File: config.mk
export PLATFORM = sky130hd
export DESIGN_NAME = linear_search_assoc_table
export DESIGN_NICKNAME = d
export VERILOG_FILES = /design/src/hw/rtl/lsat_pkg.sv /design/src/hw/rtl/lsat_ctl.sv /design/src/hw/rtl/lsat_dp.sv /design/src/hw/rtl/linear_search_assoc_table.sv
export SDC_FILE = /design/constraint.sdc
export NUM_CORES = 1
export LEC_CHECK = 0
export BUFFER_PORTS_ARGS = -buffer_cell sky130_fd_sc_hd__buf_2
export CORE_MARGIN = 1
export CORE_UTILIZATION = 55
export CTS_BUF_LIST = sky130_fd_sc_hd__clkbuf_2 sky130_fd_sc_hd__clkbuf_4 sky130_fd_sc_hd__clkbuf_8
export CTS_CLUSTER_DIAMETER = 120
export DETAILED_ROUTE_END_ITERATION = 10
export PLACE_DENSITY = 0.75
export RECOVER_POWER = 25
export SLEW_MARGIN = 30
export SYNTH_ARGS = -nofsm -noshare
export SYNTH_HDL_FRONTEND = slang
export SYNTH_SLANG_ARGS = --single-unit
File: constraint.sdc
create_clock -name clk -period 5 [get_ports clk]
set_input_delay 0.25 -clock clk [delete_from_list [all_inputs] [get_ports clk]]
set_output_delay 0.25 -clock clk [all_outputs]
set_load 0.05 [all_outputs]
File: src/hw/rtl/lsat_pkg.sv
// Package for the linear-search associative table: sizes, result codes,
// controller state type and the command/status structs between control and datapath.
// No dependencies.
`timescale 1ns / 1ps
`default_nettype none

package lsat_pkg;

  // Table capacity and stored field widths
  localparam int ENTRIES    = 16;
  localparam int KEY_BITS   = 32;
  localparam int VALUE_BITS = 32;

  // Port field widths (fixed)
  localparam int KEY_FIELD_W   = 32;
  localparam int VALUE_FIELD_W = 32;
  localparam int STATUS_W      = 2;

  // Stored widths: only the low bits of each field are kept
  localparam int KEY_W   = (KEY_BITS < KEY_FIELD_W) ? KEY_BITS : KEY_FIELD_W;
  localparam int VALUE_W = (VALUE_BITS < VALUE_FIELD_W) ? VALUE_BITS : VALUE_FIELD_W;

  // Slot index and entry count widths
  localparam int IDX_W = $clog2(ENTRIES);
  localparam int CNT_W = $clog2(ENTRIES + 1);

  // Request codes
  localparam logic REQ_ADD    = 1'b0;
  localparam logic REQ_LOOKUP = 1'b1;

  // Result status codes
  localparam logic [STATUS_W-1:0] STAT_ADDED  = 2'd0;
  localparam logic [STATUS_W-1:0] STAT_FULL   = 2'd1;
  localparam logic [STATUS_W-1:0] STAT_LOOKUP = 2'd2;

  // Controller states
  typedef enum logic [1:0] {
    S_IDLE,
    S_ADD,
    S_SCAN
  } ctl_state_t;

  // Commands from controller to datapath
  typedef struct packed {
    logic capture;    // latch the request, reset the scan
    logic scan_step;  // advance the key scan by one slot
    logic finish;     // commit the add and load the result register
  } ctl_cmd_t;

  // Status from datapath to controller
  typedef struct packed {
    logic scan_done;  // scan reached the end or found a match, pipeline empty
    logic out_busy;   // result register holds a transfer that is stalled
  } ctl_sts_t;

endpackage

`default_nettype wire

File: src/hw/rtl/lsat_ctl.sv
// Controller for the linear-search associative table: sequences one request at a time.
// Depends on lsat_pkg.
`timescale 1ns / 1ps
`default_nettype none

module lsat_ctl
  import lsat_pkg::*;
(
  input  wire logic     clk,
  input  wire logic     rst,
  input  wire logic     in_valid,
  input  wire logic     req_type,
  output logic          in_stall,
  output ctl_cmd_t      cmd,
  input  wire ctl_sts_t sts
);

  ctl_state_t state;
  ctl_state_t state_next;

  // State register
  always_ff @(posedge clk) begin
    if (rst) begin
      state <= S_IDLE;
    end else begin
      state <= state_next;
    end
  end

  // Next state
  always_comb begin
    state_next = state;
    case (state)
      S_IDLE: begin
        if (in_valid) begin
          state_next = (req_type == REQ_LOOKUP) ? S_SCAN : S_ADD;
        end
      end
      S_ADD: begin
        if (!sts.out_busy) begin
          state_next = S_IDLE;
        end
      end
      S_SCAN: begin
        if (sts.scan_done && !sts.out_busy) begin
          state_next = S_IDLE;
        end
      end
      default: state_next = S_IDLE;
    endcase
  end

  // Outputs
  always_comb begin
    in_stall      = 1'b1;
    cmd.capture   = 1'b0;
    cmd.scan_step = 1'b0;
    cmd.finish    = 1'b0;
    case (state)
      S_IDLE: begin
        in_stall    = 1'b0;
        cmd.capture = in_valid;
      end
      S_ADD: begin
        cmd.finish = !sts.out_busy;
      end
      S_SCAN: begin
        cmd.scan_step = 1'b1;
        cmd.finish    = sts.scan_done && !sts.out_busy;
      end
      default: begin
        in_stall = 1'b1;
      end
    endcase
  end

endmodule

`default_nettype wire

File: src/hw/rtl/lsat_dp.sv
// Datapath for the linear-search associative table: key/value stores, entry count,
// pipelined key scan and the result register.
// Depends on lsat_pkg.
`timescale 1ns / 1ps
`default_nettype none

module lsat_dp
  import lsat_pkg::*;
(
  input  wire logic                     clk,
  input  wire logic                     rst,
  input  wire ctl_cmd_t                 cmd,
  output ctl_sts_t                      sts,
  input  wire logic                     req_type,
  input  wire logic [KEY_FIELD_W-1:0]   key,
  input  wire logic [VALUE_FIELD_W-1:0] value,
  output logic                          out_valid,
  input  wire logic                     out_stall,
  output logic [STATUS_W-1:0]           status,
  output logic                          found,
  output logic [VALUE_FIELD_W-1:0]      found_value
);

  // Stores
  logic [KEY_W-1:0]   key_mem [ENTRIES];
  logic [VALUE_W-1:0] val_mem [ENTRIES];

  // Request registers
  logic               req_lookup;
  logic [KEY_W-1:0]   req_key;
  logic [VALUE_W-1:0] req_val;

  // Scan state
  logic [CNT_W-1:0]   count;
  logic [CNT_W-1:0]   idx;
  logic               rd_vld;
  logic [KEY_W-1:0]   rd_key;
  logic [VALUE_W-1:0] rd_val;
  logic               hit;
  logic [VALUE_W-1:0] hit_val;

  // Result register
  logic [STATUS_W-1:0]      res_status;
  logic                     res_found;
  logic [VALUE_FIELD_W-1:0] res_value;

  logic full;
  logic rd_en;
  logic match;
  logic do_write;

  assign full     = (count == CNT_W'(ENTRIES));
  assign rd_en    = (idx < count) && !hit;
  assign match    = rd_vld && (rd_key == req_key) && !hit;
  assign do_write = cmd.finish && !req_lookup && !full;

  assign sts.scan_done = !rd_vld && (hit || (idx >= count));
  assign sts.out_busy  = out_valid && out_stall;

  // Control registers
  always_ff @(posedge clk) begin
    if (rst) begin
      count     <= '0;
      idx       <= '0;
      rd_vld    <= 1'b0;
      hit       <= 1'b0;
      out_valid <= 1'b0;
    end else begin
      // finish is only issued once the previous result has left
      if (cmd.finish) begin
        out_valid <= 1'b1;
      end else if (out_valid && !out_stall) begin
        out_valid <= 1'b0;
      end
      if (cmd.capture) begin
        idx    <= '0;
        rd_vld <= 1'b0;
        hit    <= 1'b0;
      end else if (cmd.scan_step) begin
        rd_vld <= rd_en;
        if (rd_en) begin
          idx <= idx + CNT_W'(1);
        end
        if (match) begin
          hit <= 1'b1;
        end
      end
      if (do_write) begin
        count <= count + CNT_W'(1);
      end
    end
  end

  // Request capture, store access and scan data
  always_ff @(posedge clk) begin
    if (cmd.capture) begin
      req_lookup <= req_type;
      req_key    <= key[KEY_W-1:0];
      req_val    <= value[VALUE_W-1:0];
    end
    if (cmd.scan_step && rd_en) begin
      rd_key <= key_mem[idx[IDX_W-1:0]];
      rd_val <= val_mem[idx[IDX_W-1:0]];
    end
    if (cmd.scan_step && match) begin
      hit_val <= rd_val;
    end
    if (do_write) begin
      key_mem[count[IDX_W-1:0]] <= req_key;
      val_mem[count[IDX_W-1:0]] <= req_val;
    end
  end

  // Result register load
  always_ff @(posedge clk) begin
    if (cmd.finish) begin
      if (req_lookup) begin
        res_status <= STAT_LOOKUP;
        res_found  <= hit;
        res_value  <= hit ? VALUE_FIELD_W'(hit_val) : '0;
      end else begin
        res_status <= full ? STAT_FULL : STAT_ADDED;
        res_found  <= 1'b0;
        res_value  <= '0;
      end
    end
  end

  assign status      = res_status;
  assign found       = res_found;
  assign found_value = res_value;

endmodule

`default_nettype wire

File: src/hw/rtl/linear_search_assoc_table.sv
// Top level of the linear-search associative table: controller plus datapath.
// Depends on lsat_pkg, lsat_ctl, lsat_dp.
//
//   channel  handshake             payload
//   in       in_valid / in_stall   req_type, key, value
//   out      out_valid / out_stall status, found, found_value
//
// One request at a time. An add passes the request registers and the add state on its way
// to the result register; a lookup scans the stored entries one slot per cycle through the
// key store read port, stopping early on a match.
// Reset (rst, synchronous) empties the table; the stores themselves are not cleared.
// The result sits in an output register; a stalled result holds the block at
// completion of the next request, and a new request is taken while it waits.
`timescale 1ns / 1ps
`default_nettype none

module linear_search_assoc_table
  import lsat_pkg::*;
(
  input  wire logic                     clk,
  input  wire logic                     rst,
  input  wire logic                     in_valid,
  output logic                          in_stall,
  input  wire logic                     req_type,
  input  wire logic [KEY_FIELD_W-1:0]   key,
  input  wire logic [VALUE_FIELD_W-1:0] value,
  output logic                          out_valid,
  input  wire logic                     out_stall,
  output logic [STATUS_W-1:0]           status,
  output logic                          found,
  output logic [VALUE_FIELD_W-1:0]      found_value
);

  ctl_cmd_t cmd;
  ctl_sts_t sts;

  // Sequencer
  lsat_ctl u_ctl (
    .clk      (clk),
    .rst      (rst),
    .in_valid (in_valid),
    .req_type (req_type),
    .in_stall (in_stall),
    .cmd      (cmd),
    .sts      (sts)
  );

  // Stores, scan and result register
  lsat_dp u_dp (
    .clk         (clk),
    .rst         (rst),
    .cmd         (cmd),
    .sts         (sts),
    .req_type    (req_type),
    .key         (key),
    .value       (value),
    .out_valid   (out_valid),
    .out_stall   (out_stall),
    .status      (status),
    .found       (found),
    .found_value (found_value)
  );

endmodule

`default_nettype wire

* After elaboration in Yosys (flattened, before gate mapping) *
Memory sizes are Yosys's and may differ from the RTL's. A register that Yosys moved wholly into a read port is not among the register bits.
Index checks and enable logic that the tools add are counted.

operators by class
  equality and inequality tests = 7
  $lt $le $gt $ge = 2
  mux-type cells = 14
  reduce and logical (&&, ||, !) cells = 25
  $add $sub $neg = 2

operators by type and width
  operator                                               count
  equality test 32 bit                                   1
  logical AND 1 bit                                      11
  adder 5 x 1 -> 5 bit, second input constant            2
  2-to-1 mux 1 bit                                       8
  2-to-1 mux 2 bit                                       4
  zero test 1 bit                                        6
  one-hot mux 2 bit (3 select lines)                     1
  AND reduction 2 bit                                    3
  equality test 5 bit, second input constant             1
  greater-or-equal comparator 5 bit                      1
  < comparator 5 bit                                     1
  inequality test 2 bit, second input constant           2
  AND reduction 3 bit                                    1
  equality test 2 x 1 -> 1 bit, second input constant    1
  equality test 2 bit, second input constant             1
  zero test 2 bit                                        1
  inequality test 2 x 1 -> 1 bit, second input constant  1
  one-hot mux 1 bit (2 select lines)                     1
  nonzero test 2 bit                                     1
  OR reduction 2 bit                                     1
  logical OR 1 bit                                       1

storage, ports and cells
  input port bits = 69
  output and inout port bits = 37
  memories kept = 2
  bits in writable memories = 1,024
  register bits = 147
  word-level logic and storage cells = 65

memories
  memory        depth  bits a word  read ports  clocked after memory_dff  wr ports  RTL line       text
  u_dp.key_mem  16     32           1           1                         1         lsat_dp.sv:25  logic [KEY_W-1:0] key_mem [ENTRIES];
  u_dp.val_mem  16     32           1           1                         1         lsat_dp.sv:26  logic [VALUE_W-1:0] val_mem [ENTRIES];

* Depth between registers and ports, before layout *
Gate-level depths: netlist of run 1.

  depth in word-level cells = 9
  depth in mapped cells = 11
  depth with buffers taken out = 7

* By module *
A second synthesis of run 1 with hierarchy kept.

unflattened totals
  cells, all modules = 2,039
  area, all modules = 46,344.4 µm²

by module, submodules not included
  module    area an instance (µm²)  times used  cells each  seq. area each (µm²)
  lsat_dp   46,159.3                1           2,018       36,895.4
  lsat_ctl  185.2                   1           21          40.0

* Worst setup path after synthesis of run 1 *
No wires, ideal clock.

  path kind = reg-to-reg
  start = register u_dp.idx[0]
  end = memory u_dp.key_mem[4][0] (netlist bit) (enable)
  path slack = -0.086 ns
  period minus slack after synthesis = 5.086 ns
  stages on the path, launching flop included = 12
  arrival time = 4.600 ns
  path buffers = 4
  library setup time = 0.486 ns
  data required time = 4.514 ns
  cell sequence = dfxtp_1 -> buf_2 -> buf_6 -> buf_6 -> inv_1 -> ha_1 -> nor2b_1 -> o21ai_0 -> or2_2 -> clkbuf_1 -> nand3_1 -> nor2_1

between the ends
  cells in the longest elaborated chain, start to end = 9

ends and longest elaborated chain
  what                                    RTL line        text
  from (decl)                             lsat_dp.sv:35   logic [CNT_W-1:0] idx;
  from (signal assigned)                  lsat_dp.sv:82   idx <= idx + CNT_W'(1);
  greater-or-equal comparator 5 bit       lsat_dp.sv:57   assign sts.scan_done = !rd_vld && (hit || (idx >= count));
  logical OR 1 bit                        lsat_dp.sv:57
  logical AND 1 bit                       lsat_dp.sv:57
  logical AND 1 bit                       lsat_ctl.sv:69  cmd.finish = sts.scan_done && !sts.out_busy;
  one-hot mux 1 bit (2 select lines)      lsat_ctl.sv:59  case (state)
  logical AND 1 bit (2 in series)         lsat_dp.sv:55   assign do_write = cmd.finish && !req_lookup && !full;
  2-to-1 mux 1 bit                        lsat_dp.sv:108  if (do_write) begin
  2-to-1 mux 1 bit (implied by the code)  lsat_dp.sv:109  key_mem[count[IDX_W-1:0]] <= req_key;
  to (decl)                               lsat_dp.sv:25

Every way passes these cells.

* Worst setup path after layout of run 1 *
  start = register u_dp.count[2]
  end = memory u_dp.key_mem[4][1] (netlist bit) (enable)

between the ends
  cells in the longest elaborated chain, start to end = 9
  elaborated cells on any way between the ends = 11
  those cells by class = 1 x order compare; 1 x eq/ne; 3 x mux; 6 x reduce/logical

ends and longest elaborated chain
  what                                    RTL line        text
  from (decl)                             lsat_dp.sv:34   logic [CNT_W-1:0] count;
  from (signal assigned)                  lsat_dp.sv:89   count <= count + CNT_W'(1);
  greater-or-equal comparator 5 bit       lsat_dp.sv:57
  logical OR 1 bit                        lsat_dp.sv:57
  logical AND 1 bit                       lsat_dp.sv:57
  logical AND 1 bit                       lsat_ctl.sv:69
  one-hot mux 1 bit (2 select lines)      lsat_ctl.sv:59
  logical AND 1 bit (2 in series)         lsat_dp.sv:55
  2-to-1 mux 1 bit                        lsat_dp.sv:108
  2-to-1 mux 1 bit (implied by the code)  lsat_dp.sv:109

Several ways; a longest one is shown, not always the timed one.

==> metrics.cfg, run 1 <==
[die]
die_y_um = 291
start_util_pct = 55.7
ioPinCount = 106
die_x_um = 291
dieArea_um2 = 84600
num_rows = 105
core_um2 = 82400

[placement]
placedCellCount = 2977
placed_area_um2 = 48000
hpwl_um = 49200
place_congestion = 0.813
preCtsSetupSlack_ps = 1490
io_buffers = 105

[grt]
grt_first_pass_wirelength_um = 139000
grt_remaining_overflow = 0
grt_max_degree = 161
grt_pass1_vias = 21600
grtUsageTotal_pct = 22.6
antenna_found_initial = 3

[hold_path]
min_path_type = input port to flop

[cells_and_area]
drive_gt1_share_pct = 33.2
finish.net_count = 2246
stdcell_count = 3378
syn2layout_area_growth_pct = 14.0
finish.utilization_pct = 63.5
final_area_um2 = 52300

[drt]
dr.pass1.iters = 5
ant_nets = 0
viasPerCell = 6.12
drtIter0Drc = 2294
routed_wl_um = 93300
wl_per_cell_um = 27.6
drcViolationCount = 0
num_vias = 20700

[cts]
clock-sinks = 1235
cts_root_buf = clkbuf_8
clock_latency_ps = 860
cts_resized = 0
clk_pin_slew_ps = 60
h-tree-depth = 4
cts_buffer_depth = 3
cts_tree = done
cts_made_buffers = 184

[sta]
hold_viol = 0
maxSlewViolCount = 0
setup_ws_ps = 1380
tightest_slew_ps = 1010
clock_skew_ps = 54.5
fin_crit_sh_pct = 72.4
setup_viol = 0
max-slew-margin-rel_pct = 32.9
rsz0062_at_grt = no
min_period_ps = 3620
fin_tns_setup_ps = 0
fmax_mhz = 276

[power_and_ir_drop]
p_clk_share_pct = 40.1
power.leakage_nw = 16.2
power.internal_mw = 15.8
switching_share_pct = 20.7
netSwitchingPower_mw = 4.13
p_seq_share_pct = 58.5
p_per_area_nw_per_um2 = 381
ir_drop_mv = 0.249
pwr-share-comb_pct = 1.4

[worst_setup_path]
end_kind = flop
required_ps = 5510
crit_path_max_fanout = 24
cp-start-kind = flop
arrival_ps = 4130
crit_type = flop to flop

[synthesis]
synth_warnings = 0
synthesis.area_um2 = 45900
yosys.area_share.simple_pct = 1.20
ys.flop_type = edfxtp_1
synthesis.nets = 1916
synth_mux_area_share_pct = 15.7
synth-compound-area-share_pct = 0.338
synthDistinctLibCells = 37
synth_edf_count = 1220
postSynthCellCount = 1834
syn_avg_cell_area_um2 = 25.0
synth_adder_area_share_pct = 0.354
async_flop_share_pct = 0
synth-xor-area-share_pct = 0.706
ys_ff_latch = 1235
ys_seq_area_share_pct = 80.4
synth_top_family_by_area = multiplexers

[run_status]
outcome = finished, final reports clean

[flow_run]
max-cap-violations = 0

==> repair_timing <==
action | 4_1_cts | 5_1_grt
hold buffers | 69 | 0
hold endpoints to repair | 86 | 0
setup buffers | 0 | 0
==> power groups by stage <==
stage | clock, mW | combinational, mW | sequential (mW)
after CTS | 8.16 | 0.278 | 11.7
after floorplan | 0 | 0.0823 | 11.8
after global placement | 0 | 0.225 | 11.9
after global routing | 8.58 | 0.291 | 11.7
after detailed placement | 0 | 0.235 | 11.9
final | 8.00 | 0.273 | 11.7
==> path summary, 6_finish.rpt <==
path	from	cells after the start	to	slack, ps
setup / recovery	u_dp.count[2]	8	u_dp.key_mem[4][1]	1380
hold / removal	value[25]	2	u_dp.req_val[25]	90
setup reg to reg	u_dp.count[2]	8	u_dp.key_mem[4][1]	1380
hold reg to reg	u_dp.rd_val[8]	0	u_dp.hit_val[8]	420
==> stage by stage <==
stage / total power, mW / hold WS, ps
global placement: 12.1 / 403
finish: 19.9 / 88.3
detailed placement: 12.1 / 405
floorplan: 11.9 / 349
CTS: 20.1 / 9.07
global route: 20.5 / 41.8
==> sequential cells by signal, summed over array words and instances, names as in the netlist, 2 cells and up <==
name and cells:
u_dp.req_val 32, u_dp.status 2, u_dp.found_value 32, u_dp.rd_key 32, u_dp.val_mem 512, u_ctl.state 2
u_dp.rd_val 32, u_dp.idx 5, u_dp.hit_val 32, u_dp.count 5, u_dp.req_key 32, u_dp.key_mem 512
==> final cells by class <==
| type | count | area (um^2) |
|---|---|---|
| Fill cell | 5140 | 30000 |
| Timing Repair Buffer | 227 | 1780 |
| Multi-Input combinational cell | 501 | 8560 |
| Tap cell | 1070 | 1340 |
| Sequential cell | 1235 | 37000 |
| Antenna cell | 1 | 2.50 |
| Inverter | 15 | 56.3 |
| Clock inverter | 95 | 696 |
| Clock buffer | 234 | 2940 |
==> layout by cell type, fill, tap and decap left out, types with 18 or more instances in the layout <==
cell type / netlist / final
edfxtp_1: 1220 / 1220
mux4_2: 320 / 320
clkbuf_4: 0 / 45
clkbuf_8: 0 / 189
and3_1: 32 / 32
xor2_1: 29 / 29
buf_4: 0 / 33
clkinv_2: 0 / 19
clkinv_1: 0 / 55
buf_2: 11 / 93
nor2_4: 0 / 18
dlygate4sd3_1: 0 / 69
==> per-layer routing <==
metal / routed length, um / global-route usage [%]
met4: 1830 / 6.70
met2: 46700 / 36.7
met3: 7270 / 4.25
met5: 6 / 0
met1: 37400 / 31.7
==> Yosys cell counts (2+ instances only) <==
cell / n / area (um^2)
nor2b_1: 2 / 12.5
o211ai_1: 3 / 22.5
nand3_1: 6 / 30.0
o32ai_1: 2 / 17.5
nand2b_1: 2 / 12.5
xor2_1: 29 / 254
nor2_1: 32 / 120
a21oi_1: 5 / 25.0
ha_1: 13 / 163
nor3_1: 5 / 25.0
nand4_1: 4 / 25.0
o21ai_0: 4 / 20.0
nor4_1: 8 / 50.1
edfxtp_1: 1220 / 36600
clkbuf_1: 39 / 146
nand2_1: 11 / 41.3
dfxtp_1: 15 / 300
buf_6: 24 / 270
or2_2: 3 / 18.8
buf_1: 9 / 33.8
buf_2: 11 / 55.1
inv_1: 15 / 56.3
xnor2_1: 8 / 70.1
mux4_2: 320 / 7210
and3_1: 32 / 200
==> kinds of logic (layout without fill, tap and decap cells) <==
kind of cell | after synthesis | count (layout)
flops | 1235 | 1235
mux | 322 | 322
simple gates | 107 | 107
buf+inv | 98 | 571
xor+xnor | 37 | 37
compound gates | 22 | 22
fa+ha+maj | 13 | 13
other cells | 0 | 1
==> worst max-delay path: stages (launching register included) <==
cell and delay [ps]:
dfxtp_1 410, inv_1 110, ha_1 320, a21oi_1 80
o21ai_1 560, or2_2 310, nand3_1 340, nor2_4 820
buf_12 310
Note: power is estimated with default switching activity, not from simulation.
==> run 2, diff against run 1 <==
PLACE_DENSITY = 0.72   (was 0.75)
clock period = 3.5 ns   (was 5 ns; I/O delays follow)
==> metrics.cfg, run 2 (synthesis results as in run 1) <==
[run_status]
outcome = finished, final reports clean

[hold_path]
worstHoldStart = key[14]
min_path_type = input port to flop
hold_depth = 2
min_to = u_dp.req_key[14]

[grt]
grt_remaining_overflow = 0
grt_pass1_vias = 21700
grt_max_degree = 117
grt_util_met2_pct = 36.2
gr-max-usage-layer = met2
grtUsageMet1_pct = 33.5
antenna_found_initial = 2
grt_first_pass_wirelength_um = 140000
grtUsageTotal_pct = 23.1
use_met3_pct = 4.63

[placement]
placedCellCount = 2986
preCtsSetupSlack_ps = 510
io_buffers = 105
place_congestion = 0.742
hpwl_um = 46500

[cells_and_area]
finish.net_count = 2276
n_fill_cell = 5166
syn2layout_area_growth_pct = 14.8
drive_gt1_share_pct = 32.8
final_common_cell = edfxtp_1
stdcell_count = 3416
final_cell_mix = edfxtp_1, mux4_2, clkbuf_8

[cts]
cts_resized = 0
cts_tree = done
clock_latency_ps = 840
cts_made_buffers = 185
h-tree-depth = 4
post-cts-setup-buffer-count = 0
cts_buffer_depth = 3
clk_pin_slew_ps = 60
clock-sinks = 1235
cts_root_buf = clkbuf_8
cts_hold_buffers = 91

[worst_setup_path]
cp-start-kind = flop
timing.rr.end = u_dp.key_mem[4][23]
crit_path_max_fanout = 9
reg2reg_from = u_dp.count[2]
end_kind = flop
reg2regPathDepth = 8
r2r_slack_ps = 420
arrival_ps = 3590
required_ps = 4010
crit_type = flop to flop

[die]
dieArea_um2 = 84600
ioPinCount = 106
core_um2 = 82400
die_y_um = 291
start_util_pct = 55.7
die_x_um = 291
num_rows = 105

[sta]
rsz0062_at_grt = no
maxSlewViolCount = 0
setup_ws_ps = 423
hold-worst-slack_ps = 68.9
max-slew-margin-rel_pct = 38.4
fin_crit_sh_pct = 87.9
fin_tns_setup_ps = 0
min_period_ps = 3080
clock_skew_ps = 47.7
setup_viol = 0
hold_viol = 0
fmax_mhz = 325
tightest_slew_ps = 924

[drt]
drcViolationCount = 0
ant_nets = 0
viasPerCell = 6.07
wl_per_cell_um = 27.8
dr.pass1.iters = 7
num_vias = 20700
drtIter0Drc = 2282
routed_wl_um = 94800

[power_and_ir_drop]
power.leakage_nw = 16.3
p_per_area_nw_per_um2 = 538
ir_drop_mv = 0.370

[flow_run]
max-cap-violations = 0

[run 2: how the worst max path moves through the flow]
stage	from	endpoint	slack, ps	depth (start not counted)
5_1_grt	u_dp.count[2]	u_dp.key_mem[4][23]	270	8
4_1_cts	u_dp.count[2]	u_dp.key_mem[4][23]	460	8
3_5_place_dp	u_dp.count[2]	u_dp.key_mem[4][18]	510	8
6_report	u_dp.count[2]	u_dp.key_mem[4][23]	420	8
3_3_place_gp	u_dp.count[2]	u_dp.key_mem[4][18]	520	8
2_1_floorplan	u_dp.idx[0]	u_dp.key_mem[10][0]	-580	11
[run 2: report_power, final]
group | internal [mW] | switching (mW) | total (mW)
clock | 5.98 | 5.37 | 11.3
sequential | 16.4 | 0.233 | 16.6
combinational | 0.166 | 0.236 | 0.402
total | 22.5 | 5.84 | 28.4
[run 2: metrics by stage]
stage	total power [mW]	util [%]	instance area, um^2
final	28.4	64.0	52700
after global routing	29.3	64.0	52700
after CTS	28.6	64.1	52800
after detailed placement	17.3	58.6	48200
after global placement	17.2	58.6	48200
after floorplan	17.0	-	46000
[run 2: cell type report]
cell class | count | area (um^2) | area share [%]
timing repair buffer | 256 | 2220 | 4.20
tap | 1070 | 1340 | 2.54
antenna | 1 | 2.50 | 0.00475
sequential | 1235 | 37000 | 70.1
clock inverter | 88 | 566 | 1.07
clock buffer | 250 | 3040 | 5.77
inverter | 15 | 56.3 | 0.107
multi-input combinational | 501 | 8560 | 16.2
[run 2: layer usage]
layer | wire (um) | share of wire, % | up-vias
met5 | 0 | 0 | -
met4 | 1630 | 1.7 | 0
met3 | 7000 | 7.4 | 127
met2 | 46800 | 49 | 901
met1 | 39400 | 42 | 11100
li1 | - | - | 8622
[run 2: worst max-delay path, stage by stage, from the launching register on]
cell and delay, ps:
dfxtp_1 410, inv_1 110, ha_1 310, nand4_1 140
o21ai_0 330, or2_2 260, nand3_1 360, nor2_4 500
buf_4 320
